<file path="config.mk">
export PLATFORM = sky130hd
export DESIGN_NAME = keyed_permutation_xor_byte_cipher_unit
export DESIGN_NICKNAME = d
export VERILOG_FILES = /design/src/rtl/kpxbc_pkg.sv /design/src/rtl/kpxbc_ram.sv /design/src/rtl/kpxbc_step.sv /design/src/rtl/keyed_permutation_xor_byte_cipher_unit.sv
export SDC_FILE = /design/constraint.sdc
export NUM_CORES = 2
export LEC_CHECK = 0
export BUFFER_PORTS_ARGS = -buffer_cell sky130_fd_sc_hd__buf_2
export CAP_MARGIN = 10
export CORE_ASPECT_RATIO = 1.75
export CORE_MARGIN = 2
export CORE_UTILIZATION = 32
export DETAILED_ROUTE_END_ITERATION = 7
export MAX_ROUTING_LAYER = met4
export PLACE_DENSITY = 0.55
export SETUP_SLACK_MARGIN = 0.5
export SLEW_MARGIN = 10
export SYNTH_ARGS = -nofsm -noshare
export SYNTH_HDL_FRONTEND = slang
export SYNTH_HIERARCHICAL = 1
export SYNTH_MEMORY_MAX_BITS = 65536
export SYNTH_SLANG_ARGS = --single-unit
</file>
<file path="constraint.sdc">
create_clock -name i_clk -period 10.4 [get_ports i_clk]
set_clock_uncertainty 0.05 [all_clocks]
set_input_delay 0.52 -clock i_clk [delete_from_list [all_inputs] [get_ports i_clk]]
set_output_delay 0.52 -clock i_clk [all_outputs]
set_load 0.005 [all_outputs]
</file>
<file path="src/rtl/kpxbc_pkg.sv">
`default_nettype none
// ----------------------------------------------------------------------------
// kpxbc_pkg
// Shared types and constants for the keyed permutation byte cipher.
// ----------------------------------------------------------------------------
package kpxbc_pkg;

    localparam int MAX_KEY_BYTES_DEF = 32;

    localparam int BYTE_W   = 8;
    localparam int TBL_AW   = 8;
    localparam int IDX_W    = 5;
    localparam int KLEN_W   = 6;
    localparam int CFG_AW   = 3;
    localparam int CFG_DW   = 64;
    localparam int WORD_BYTES = CFG_DW / BYTE_W;

    localparam logic [1:0] OP_INIT = 2'd0;
    localparam logic [1:0] OP_ENC  = 2'd1;
    localparam logic [1:0] OP_DEC  = 2'd2;
    localparam logic [1:0] OP_NOP  = 2'd3;

    localparam logic [CFG_AW-1:0] CFG_KEY_LENGTH = 3'd0;
    localparam logic [CFG_AW-1:0] CFG_KEY_WORD0  = 3'd1;
    localparam logic [CFG_AW-1:0] CFG_KEY_WORD1  = 3'd2;
    localparam logic [CFG_AW-1:0] CFG_KEY_WORD2  = 3'd3;
    localparam logic [CFG_AW-1:0] CFG_KEY_WORD3  = 3'd4;

    typedef struct packed {
        logic [1:0]        op;
        logic [BYTE_W-1:0] data_in;
    } t_in_word;

    typedef struct packed {
        logic [BYTE_W-1:0] data_out;
        logic              status;
    } t_out_word;

endpackage
`default_nettype wire

</file>
<file path="src/rtl/kpxbc_ram.sv">
`default_nettype none
// ----------------------------------------------------------------------------
// kpxbc_ram
// 256 x 8 table memory, one write port, one registered read port.
// ----------------------------------------------------------------------------
module kpxbc_ram (
    input  wire logic                         i_clk,
    input  wire logic                         i_we,
    input  wire logic [kpxbc_pkg::TBL_AW-1:0] i_waddr,
    input  wire logic [kpxbc_pkg::BYTE_W-1:0] i_wdata,
    input  wire logic [kpxbc_pkg::TBL_AW-1:0] i_raddr,
    output logic      [kpxbc_pkg::BYTE_W-1:0] o_rdata
);
    import kpxbc_pkg::*;

    logic [BYTE_W-1:0] r_mem [2**TBL_AW];

    always_ff @(posedge i_clk) begin
        if (i_we) begin
            r_mem[i_waddr] <= i_wdata;
        end
        o_rdata <= r_mem[i_raddr];
    end

endmodule
`default_nettype wire

</file>
<file path="src/rtl/kpxbc_step.sv">
`default_nettype none
// ----------------------------------------------------------------------------
// kpxbc_step
// One keyed position step: maps a table position through the rotation
// that one key byte applies (below k right by one, above k left by one).
// ----------------------------------------------------------------------------
module kpxbc_step (
    input  wire logic [kpxbc_pkg::BYTE_W-1:0] i_key,
    input  wire logic [kpxbc_pkg::BYTE_W-1:0] i_pos,
    output logic      [kpxbc_pkg::BYTE_W-1:0] o_pos
);
    import kpxbc_pkg::*;

    localparam logic [BYTE_W-1:0] TOP = '1;

    always_comb begin
        if (i_pos == i_key) begin
            o_pos = i_pos;
        end else if (i_pos < i_key) begin
            o_pos = (i_pos == '0) ? i_key - 1'b1 : i_pos - 1'b1;
        end else begin
            o_pos = (i_pos == TOP) ? i_key + 1'b1 : i_pos + 1'b1;
        end
    end

endmodule
`default_nettype wire

</file>
<file path="src/rtl/keyed_permutation_xor_byte_cipher_unit.sv">
`default_nettype none
// ----------------------------------------------------------------------------
// keyed_permutation_xor_byte_cipher_unit
// Byte cipher with a keyed 256-entry permutation, built on init by a
// shared position step unit, then used for encrypt and decrypt lookups.
// ----------------------------------------------------------------------------
// channel  direction  handshake                 word
// in       sink       i_in_valid / o_in_stall   t_in_word  {op, data_in}
// out      source     o_out_valid / i_out_stall t_out_word {data_out, status}
// cfg      sink       i_cfg_valid / o_cfg_ready i_cfg_index, i_cfg_data
//
// Encrypt/decrypt: one table read (registered memory port), result registered from S_LOOK.
// Passthrough, not-ready and NOP words: result registered directly from S_IDLE.
// Init: n = effective key length; the step unit applies one key byte per
// cycle to each of the 256 positions (no key byte when n is 0).
// Reset is synchronous; tables need no clearing since they are read
// only after an init. Output word holds while i_out_stall is high.
// ----------------------------------------------------------------------------
module keyed_permutation_xor_byte_cipher_unit #(
    parameter int MAX_KEY_BYTES = kpxbc_pkg::MAX_KEY_BYTES_DEF
) (
    input  wire logic                         i_clk,
    input  wire logic                         i_rst_n,
    input  wire logic                         i_in_valid,
    output logic                              o_in_stall,
    input  wire kpxbc_pkg::t_in_word          i_in,
    output logic                              o_out_valid,
    input  wire logic                         i_out_stall,
    output kpxbc_pkg::t_out_word              o_out,
    input  wire logic                         i_cfg_valid,
    output logic                              o_cfg_ready,
    input  wire logic [kpxbc_pkg::CFG_AW-1:0] i_cfg_index,
    input  wire logic [kpxbc_pkg::CFG_DW-1:0] i_cfg_data
);
    import kpxbc_pkg::*;

    localparam int KIW = (MAX_KEY_BYTES > 1) ? $clog2(MAX_KEY_BYTES) : 1;
    localparam logic [KLEN_W-1:0] MAXN = KLEN_W'(MAX_KEY_BYTES);
    localparam logic [TBL_AW-1:0] LAST = '1;

    typedef enum logic [1:0] {S_IDLE, S_BUILD, S_LOOK} t_state;

    t_state             r_state, n_state;
    logic [KLEN_W-1:0]  r_klen, n_klen;
    logic [BYTE_W-1:0]  r_key [MAX_KEY_BYTES];
    logic [IDX_W-1:0]   r_eidx, n_eidx, r_didx, n_didx, r_kidx, n_kidx;
    logic [TBL_AW-1:0]  r_addr, n_addr;
    logic [BYTE_W-1:0]  r_val, n_val, r_kb, n_kb;
    logic               r_is_dec, n_is_dec;
    logic               r_built, n_built;
    logic               r_out_valid, n_out_valid;
    t_out_word          r_out, n_out;

    logic [KLEN_W-1:0]  eff_n;
    logic               acc, cfg_wr;
    logic [IDX_W-1:0]   e_idx, d_idx, sel_idx;
    logic [BYTE_W-1:0]  kb_sel, kb_build, step_out, w_val;
    logic               w_en;
    logic [BYTE_W-1:0]  fwd_rdata, inv_rdata;

    function automatic logic [IDX_W-1:0] next_index(input logic [IDX_W-1:0] idx,
                                                    input logic [KLEN_W-1:0] n);
        logic [KLEN_W-1:0] v;
        v = (KLEN_W'(idx) >= n) ? '0 : KLEN_W'(idx);
        v = v + 1'b1;
        if (v >= n) begin
            v = '0;
        end
        return v[IDX_W-1:0];
    endfunction

    assign eff_n       = (r_klen > MAXN) ? MAXN : r_klen;
    assign o_in_stall  = !(r_state == S_IDLE && (!r_out_valid || !i_out_stall));
    assign o_cfg_ready = (r_state == S_IDLE);
    assign acc         = i_in_valid && !o_in_stall;
    assign cfg_wr      = i_cfg_valid && o_cfg_ready;
    assign o_out_valid = r_out_valid;
    assign o_out       = r_out;

    assign e_idx   = (KLEN_W'(r_eidx) < eff_n) ? r_eidx : '0;
    assign d_idx   = (KLEN_W'(r_didx) < eff_n) ? r_didx : '0;
    assign sel_idx = (i_in.op == OP_DEC) ? d_idx : e_idx;

    always_comb begin
        kb_sel = '0;
        if (KLEN_W'(sel_idx) < MAXN) begin
            kb_sel = r_key[sel_idx[KIW-1:0]];
        end
    end

    always_comb begin
        kb_build = '0;
        if (KLEN_W'(r_kidx) < MAXN) begin
            kb_build = r_key[r_kidx[KIW-1:0]];
        end
    end

    kpxbc_step u_step (
        .i_key (kb_build),
        .i_pos (r_val),
        .o_pos (step_out)
    );

    assign w_en  = (r_state == S_BUILD) && (eff_n == '0 || r_kidx == '0);
    assign w_val = (eff_n == '0) ? r_val : step_out;

    kpxbc_ram u_fwd (
        .i_clk   (i_clk),
        .i_we    (w_en),
        .i_waddr (r_addr),
        .i_wdata (w_val),
        .i_raddr (i_in.data_in ^ kb_sel),
        .o_rdata (fwd_rdata)
    );

    kpxbc_ram u_inv (
        .i_clk   (i_clk),
        .i_we    (w_en),
        .i_waddr (w_val),
        .i_wdata (r_addr),
        .i_raddr (i_in.data_in),
        .o_rdata (inv_rdata)
    );

    always_comb begin
        n_state     = r_state;
        n_klen      = r_klen;
        n_eidx      = r_eidx;
        n_didx      = r_didx;
        n_kidx      = r_kidx;
        n_addr      = r_addr;
        n_val       = r_val;
        n_kb        = r_kb;
        n_is_dec    = r_is_dec;
        n_built     = r_built;
        n_out_valid = r_out_valid;
        n_out       = r_out;

        if (r_out_valid && !i_out_stall) begin
            n_out_valid = 1'b0;
        end

        if (cfg_wr) begin
            unique case (i_cfg_index)
                CFG_KEY_LENGTH: begin
                    n_klen  = i_cfg_data[KLEN_W-1:0];
                    n_built = 1'b0;
                end
                CFG_KEY_WORD0, CFG_KEY_WORD1, CFG_KEY_WORD2, CFG_KEY_WORD3: begin
                    n_built = 1'b0;
                end
                default: ;
            endcase
        end

        unique case (r_state)
            S_IDLE: begin
                if (acc) begin
                    unique case (i_in.op)
                        OP_INIT: begin
                            n_state = S_BUILD;
                            n_eidx  = '0;
                            n_didx  = '0;
                            n_addr  = '0;
                            n_val   = '0;
                            n_kidx  = (eff_n == '0) ? '0 : IDX_W'(eff_n - 1'b1);
                        end
                        OP_NOP: begin
                            n_out_valid = 1'b1;
                            n_out       = '{data_out: '0, status: !r_built};
                        end
                        default: begin
                            if (eff_n == '0) begin
                                n_out_valid = 1'b1;
                                n_out       = '{data_out: i_in.data_in, status: 1'b0};
                            end else if (!r_built) begin
                                n_out_valid = 1'b1;
                                n_out       = '{data_out: '0, status: 1'b1};
                            end else begin
                                n_state  = S_LOOK;
                                n_is_dec = (i_in.op == OP_DEC);
                                n_kb     = kb_sel;
                                if (i_in.op == OP_DEC) begin
                                    n_didx = next_index(r_didx, eff_n);
                                end else begin
                                    n_eidx = next_index(r_eidx, eff_n);
                                end
                            end
                        end
                    endcase
                end
            end
            S_BUILD: begin
                if (w_en) begin
                    if (r_addr == LAST) begin
                        n_state     = S_IDLE;
                        n_built     = 1'b1;
                        n_out_valid = 1'b1;
                        n_out       = '{data_out: '0, status: 1'b0};
                    end else begin
                        n_addr = r_addr + 1'b1;
                        n_val  = r_addr + 1'b1;
                        n_kidx = (eff_n == '0) ? '0 : IDX_W'(eff_n - 1'b1);
                    end
                end else begin
                    n_val  = step_out;
                    n_kidx = r_kidx - 1'b1;
                end
            end
            S_LOOK: begin
                n_state     = S_IDLE;
                n_out_valid = 1'b1;
                n_out       = '{data_out: r_is_dec ? (inv_rdata ^ r_kb) : fwd_rdata,
                                status: 1'b0};
            end
            default: n_state = S_IDLE;
        endcase
    end

    always_ff @(posedge i_clk) begin
        if (!i_rst_n) begin
            r_state     <= S_IDLE;
            r_klen      <= '0;
            r_eidx      <= '0;
            r_didx      <= '0;
            r_built     <= 1'b0;
            r_out_valid <= 1'b0;
            for (int b = 0; b < MAX_KEY_BYTES; b++) begin
                r_key[b] <= '0;
            end
        end else begin
            r_state     <= n_state;
            r_klen      <= n_klen;
            r_eidx      <= n_eidx;
            r_didx      <= n_didx;
            r_built     <= n_built;
            r_out_valid <= n_out_valid;
            for (int b = 0; b < MAX_KEY_BYTES; b++) begin
                if (cfg_wr && i_cfg_index == CFG_AW'(int'(CFG_KEY_WORD0) + b / WORD_BYTES)) begin
                    r_key[b] <= i_cfg_data[(b % WORD_BYTES) * BYTE_W +: BYTE_W];
                end
            end
        end
        r_kidx   <= n_kidx;
        r_addr   <= n_addr;
        r_val    <= n_val;
        r_kb     <= n_kb;
        r_is_dec <= n_is_dec;
        r_out    <= n_out;
    end

    a_look_out_free: assert property (@(posedge i_clk) disable iff (!i_rst_n)
        r_state == S_LOOK |-> !r_out_valid)
        else $error("lookup with output register occupied");

    a_enc_to_look: assert property (@(posedge i_clk) disable iff (!i_rst_n)
        acc && (i_in.op == OP_ENC || i_in.op == OP_DEC) && r_built && eff_n != '0
        |=> r_state == S_LOOK && !r_out_valid)
        else $error("cipher word did not start a lookup");

    a_build_done: assert property (@(posedge i_clk) disable iff (!i_rst_n)
        r_state == S_BUILD && n_state == S_IDLE |=> r_built && r_out_valid)
        else $error("table build ended without result");

    a_no_cfg_busy: assert property (@(posedge i_clk) disable iff (!i_rst_n)
        r_state != S_IDLE |-> !o_cfg_ready && o_in_stall)
        else $error("ports open while busy");

endmodule
`default_nettype wire
</file>
## Yosys cells after proc, flatten, opt, wreduce, memory -nomap -nowiden

Memory sizes are Yosys's and may differ from the RTL's. A register that Yosys moved wholly into a read port is not among the register bits.
Index checks and enable logic that the tools add are counted.

| storage, ports and cells | value |
|---|---|
| register bits after elaboration | 59 |
| bits in latches | 0 |
| RAM bits | 4352 |
| memory bits (read-only) | 0 |
| input port bits | 82 |
| output and inout port bits | 12 |
| logic and storage cells | 239 |
| memories | 3 |

Memory list:

| memory | words | bits a word | read ports | clocked after memory_dff | wr ports | line | RTL |
|---|---|---|---|---|---|---|---|
| u_fwd.r_mem | 256 | 8 | 1 | 1 | 1 | kpxbc_ram.sv:16 | `logic [BYTE_W-1:0] r_mem [2**TBL_AW];` |
| u_inv.r_mem | 256 | 8 | 1 | 1 | 1 | kpxbc_ram.sv:16 |  |
| r_key | 32 | 8 | 2 | 1 | 32 | keyed_permutation_xor_byte_cipher_unit.sv:45 | `logic [BYTE_W-1:0] r_key [MAX_KEY_BYTES];` |

| operators by class | value |
|---|---|
| add/subtract/negate cells | 9 |
| $mul | 0 |
| divide/modulo/power cells | 0 |
| order comparisons | 8 |
| eq/ne operators | 24 |
| shifts and indexed selects | 0 |
| multiplexer cells | 110 |
| bitwise logic cells | 37 |
| reductions and logical operators | 35 |

Operators with widths:

| cell | number |
|---|---|
| 8-bit two-way mux | 43 |
| 5-bit two-way mux | 19 |
| 9-bit two-way mux | 5 |
| 1-bit OR | 32 |
| 8-bit case mux with 2 select lines | 2 |
| 5-bit case mux with 2 select lines | 3 |
| 9-bit case mux with 3 select lines | 1 |
| 1-bit two-way mux | 26 |
| 8-bit by 1-bit adder with 8-bit output, second input constant | 3 |
| 6-bit AND reduction | 4 |
| 9-bit case mux with 2 select lines | 1 |
| 8-bit equality test, second input constant | 2 |
| 8-bit by 1-bit subtractor with 8-bit output, second input constant | 2 |
| 8-bit XOR | 2 |
| 5-bit by 1-bit adder with 6-bit output, second input constant | 2 |
| 5-bit by 6-bit >= comparator with 1-bit output | 2 |
| 6-bit >= comparator | 2 |
| 5-bit by 6-bit < comparator with 1-bit output | 2 |
| 2-bit by 1-bit inequality test with 1-bit output, second input constant | 6 |
| 2-bit two-way mux | 5 |
| 5-bit AND reduction | 2 |
| 5-bit by 1-bit subtractor with 5-bit output, second input constant | 2 |
| 1-bit logical AND | 9 |
| 8-bit equality test | 1 |
| other kinds (30) | 45 |

## Logic depth before layout (Yosys ltp)

| logic depth | value |
|---|---|
| depth after elaboration | 11 |
| gate-level depth with buffers | 27 |
| depth with buffers taken out | 20 |

## Hierarchy

The synthesis kept the hierarchy.

By module, submodules not included:

| module | instances | cells an instance | area an instance (um^2) | seq. area each (um^2) |
|---|---|---|---|---|
| kpxbc_ram | 2 | 3733 | 79556.3 | 61659.1 |
| keyed_permutation_xor_byte_cipher_unit | 1 | 1544 | 17900.9 | 9359.0 |
| kpxbc_step | 1 | 161 | 1039.7 | 0.0 |

## Least setup slack after synthesis

OpenSTA, ideal clock, no wires.

| path | value |
|---|---|
| path kind | reg-to-reg |
| from | register with a tool-made name |
| to | memory u_inv.r_mem[235][0], enable pin |
| library setup time | 0.373 ns |
| arrival time | 7.388 ns |
| required time | 9.977 ns |
| path slack | 2.589 ns |
| cell stages (with the launch flop) | 23 |
| path buffers | 7 |
| clock period less this slack | 7.811 ns |
| cells stage by stage | dfxtp_1 > clkbuf_1 > clkbuf_1 > clkbuf_1 > mux4_2 > mux4_2 > mux2_2 > inv_1 > ha_1 > a21oi_1 > a21boi_0 > o32ai_1 > clkbuf_1 > nor3_1 > a21oi_1 > o22a_1 > mux2_2 > clkbuf_1 > nor2b_1 > clkbuf_1 > nand4_1 > clkbuf_1 > nor2_1 |

RTL lines:

| what | line |
|---|---|
| end, declared | kpxbc_ram.sv:16 |

## Worst setup path in the final report

| path | value |
|---|---|
| from | register r_klen[5] |
| to | register u_fwd/o_rdata[3] in the netlist's numbering, read port of u_fwd.r_mem |

| between the ends | value |
|---|---|
| word-level cells in the longest chain between the ends | 7 |
| elaborated cells on any way between the ends | 9 |
| classes of those cells | order compare (3); mux (4); bitwise (1); memory (1) |

RTL lines:

| what | line | RTL |
|---|---|---|
| start, declared | keyed_permutation_xor_byte_cipher_unit.sv:44 | `logic [KLEN_W-1:0] r_klen, n_klen;` |
| start signal, assigned | keyed_permutation_xor_byte_cipher_unit.sv:233 | `r_klen <= n_klen;` |
| 6-bit greater-than comparator | keyed_permutation_xor_byte_cipher_unit.sv:72 | `assign eff_n = (r_klen > MAXN) ? MAXN : r_klen;` |
| 6-bit two-way mux (*) | keyed_permutation_xor_byte_cipher_unit.sv:72 |  |
| 5-bit by 6-bit < comparator with 1-bit output, on equally long branches | keyed_permutation_xor_byte_cipher_unit.sv:80, keyed_permutation_xor_byte_cipher_unit.sv:81 |  |
| 5-bit two-way mux, on equally long branches | keyed_permutation_xor_byte_cipher_unit.sv:80, keyed_permutation_xor_byte_cipher_unit.sv:81 |  |
| 5-bit two-way mux (*) | keyed_permutation_xor_byte_cipher_unit.sv:82 | `assign sel_idx = (i_in.op == OP_DEC) ? d_idx : e_idx;` |
| memory read 32 x 8 bit (*) | - |  |
| named net kb_sel[0] | keyed_permutation_xor_byte_cipher_unit.sv:57 | `logic [BYTE_W-1:0] kb_sel, kb_build, step_out, w_val;` |
| 8-bit XOR (*) | keyed_permutation_xor_byte_cipher_unit.sv:112 | `.i_raddr (i_in.data_in ^ kb_sel),` |
| end, declared | kpxbc_ram.sv:12 | `output logic [kpxbc_pkg::BYTE_W-1:0] o_rdata` |

Mark *: on every way through the listed nets, which the timed path passes. The rest lies on a longest branch.
A chain may end at the register's enable or synchronous reset.

==> results.cfg <==
[status]
status = finished, violations left
violations = max-capacitance violations, max-slew violations

[worst_setup_path]
cp_max_fo = 46
crit_arrival_ps = 9990
start_kind = flop
path_class = flop to flop
required_ps = 11140
worstSetupEndpointType = flop

[power]
p_seq_frac = 0.529
powerDensity_mw_per_mm2 = 189
leakage_nw = 61.7
sw_frac_of_total = 0.232
combPwrFrac = 0.080
p_total_mw = 37.8
clockPowerShare = 0.391
power_switching_mw = 8.76
peakVddDrop_mv = 0.165
p_int_mw = 29.1

[clock_tree]
htreeDepth = 5
clk_latency_ps = 930
ctsResizeCount = 0
cts_tree = done
clock-sinks = 4432
cts.clk_slew.worst_paths_ps = 70
cts-root-buf = clkbuf_16
cts_inserted_buffers = 402
clock_path_buffers = 4

[logic_synthesis]
ys_seq_area_frac = 0.745
async_flop_share = 0
synth_warnings = 6
synthCells = 9171
synthDistinctLibCells = 101
syn_nets = 9297
synth.largest_area_cell = edfxtp_1
synth-seq-cells = 4432
synth.area.top_cells = edfxtp_1, mux4_2, mux2i_1
yosysMostFrequentCell = edfxtp_1
ys_top_cells_by_count = edfxtp_1, mux4_2, nor2_1
synth.top_cell.area_share = 0.741
syn_area_mm2 = 0.178
ys.flop_type = edfxtp_1
synth-edff-count = 4391
syn_area_per_cell_um2 = 19.4

[sta]
rsz0062_at_grt = no
hold_slack_ps = 75.9
fmax_mhz = 108
relSlewSlack = -0.0149
fin_tns_setup_ps = 0
setup_violations = 0
worstMarginPinSlew_ps = 1510
final_max_slew_viol_count = 2
period_share = 0.889
period_needed_ps = 9250
hold_viol_final = 0

[global_route]
grt_pass1_vias = 95639
antenna_found_initial = 13
grt_pass1_wl_um = 726000
grt-ovfl-total = 0
gr-usage-all-layers = 0.185
grt_max_degree = 189

[die]
fp.dieH_um = 991
fp.dieW_um = 568
dieArea_mm2 = 0.563
pin_count = 94
core_mm2 = 0.555
rows = 362
initial_core_util = 0.321

[drt]
viasPerCell = 5.38
drtAntennaViolNets = 0
drt_wl_total_um = 518000
drc = 0
drtIter0Drc = 8864
routedWlPerCell_um = 30.5
dr.pass1.iters = 6
vias = 91538

[cells_and_area]
stdcell_area_mm2 = 0.200
nets = 9517
utilization = 0.361
area_growth_syn_to_layout_pct = 12.5
drive_gt1_frac = 0.210

[placed_design]
place.gp.congestion = 0.900
place_area_mm2 = 0.187
io_buffers = 93
hpwl_um = 341000

[hold_path]
hold_class = primary input to flop

[job]
maxCapViolCount = 1
-- cell usage in the layout, fill, tap and decap left out, types with 87 or more instances in the layout --
cell type,instances
a21oi_1,294
a22oi_1,278
buf_2,91
buf_4,207
clkbuf_16,408
clkinv_1,87
edfxtp_1,4391
inv_1,101
mux2i_1,311
mux4_2,988
nand2_1,258
nand3_1,113
nor2_1,748
o221ai_1,96
-- per-layer routing --
layer | vias up | wire length (µm) | GRT usage
li1 | 38111 | - | -
met1 | 49063 | 174000 | 0.188
met2 | 3346 | 286000 | 0.345
met3 | 1018 | 24800 | 0.0211
met4 | 0 | 33200 | 0.100
met5 | - | 0 | -
-- state kept, by name, summed over array words and instances (netlist names), 2 cells and up, named ones only --
register	cells
o_out	9
r_addr	8
r_didx	5
r_eidx	5
r_kb	8
r_key	256
r_kidx	5
r_klen	6
r_state	2
r_val	8
u_fwd/o_rdata	8
u_fwd/r_mem	2048
u_inv/o_rdata	8
u_inv/r_mem	2048
-- area by class of cell --
| type | instances | area (µm²) |
|---|---|---|
| fill | 50843 | 354000 |
| sequential | 4432 | 133000 |
| multi-input combinational | 4055 | 42000 |
| clock buffer | 489 | 10500 |
| tap | 7280 | 9110 |
| timing repair buffer | 396 | 3260 |
| clock inverter | 244 | 2300 |
| inverter | 104 | 390 |
| antenna | 9 | 22.5 |
-- worst max-delay path, cell delays in order (launching register included) --
cell	delay [ps]
dfxtp_1	600
inv_1	220
nand2_1	230
ha_1	220
a211oi_2	80
or3_1	500
nand3_4	310
and2_1	1040
nand3_1	630
o21a_1	350
nand4_1	80
o41a_2	270
xor2_4	700
buf_12	360
buf_12	380
mux4_2	570
a22o_1	250
a221oi_1	810
o32ai_1	260
nor3_1	910
nor4_1	140
-- stage by stage --
stage | cells | setup WS [ps]
after detailed placement | 16201 | 1150
after CTS | 17000 | 1110
after global routing | 17003 | 857
after floorplan | 9171 | 2590
after global placement | 16194 | 1000
final | 17009 | 1150
-- path summary, 6_finish.rpt --
check / from / to / slack [ps] / depth (start not counted)
max: r_klen[5]$_SDFFE_PN0P_ / u_fwd/o_rdata[3]$_DFF_P_ / 1150 / 20
min: i_cfg_data[30] / r_key[27][6]$_SDFFCE_PN0P_ / 80 / 3
max reg2reg: r_klen[5]$_SDFFE_PN0P_ / u_fwd/o_rdata[3]$_DFF_P_ / 1150 / 20
min reg2reg: r_klen[0]$_SDFFE_PN0P_ / r_klen[0]$_SDFFE_PN0P_ / 470 / 2
-- cells by family (layout without fill, tap and decap cells) --
kind of cell / after synthesis / in the layout / synth area share
AO/OA/AOI/OAI: 1116 / 1116 / 0.0439
XOR/XNOR: 37 / 37 / 0.00182
adder cells (fa/ha/maj): 44 / 44 / 0.00309
buffers and inverters: 684 / 1233 / 0.0216
flip-flops: 4432 / 4432 / 0.745
multiplexers: 1340 / 1340 / 0.145
other: 0 / 9 / 0
AND/OR/NAND/NOR: 1518 / 1518 / 0.0390
-- power by group through the flow --
stage               clock network [mW]  logic [mW]  registers (mW)
finish                            14.8        3.04            20.0
global route                      15.7        3.18            20.0
CTS                               15.1        3.08            20.0
detailed placement                   0        3.06            20.4
global placement                     0        3.00            20.4
floorplan                            0        1.79            20.4
-- what timing repair did --
item,in CTS,in global routing
hold buffers,66,0
hold endpoints to repair,164,0
buffers inserted,0,0
Note: power is estimated with default switching activity, not from simulation.
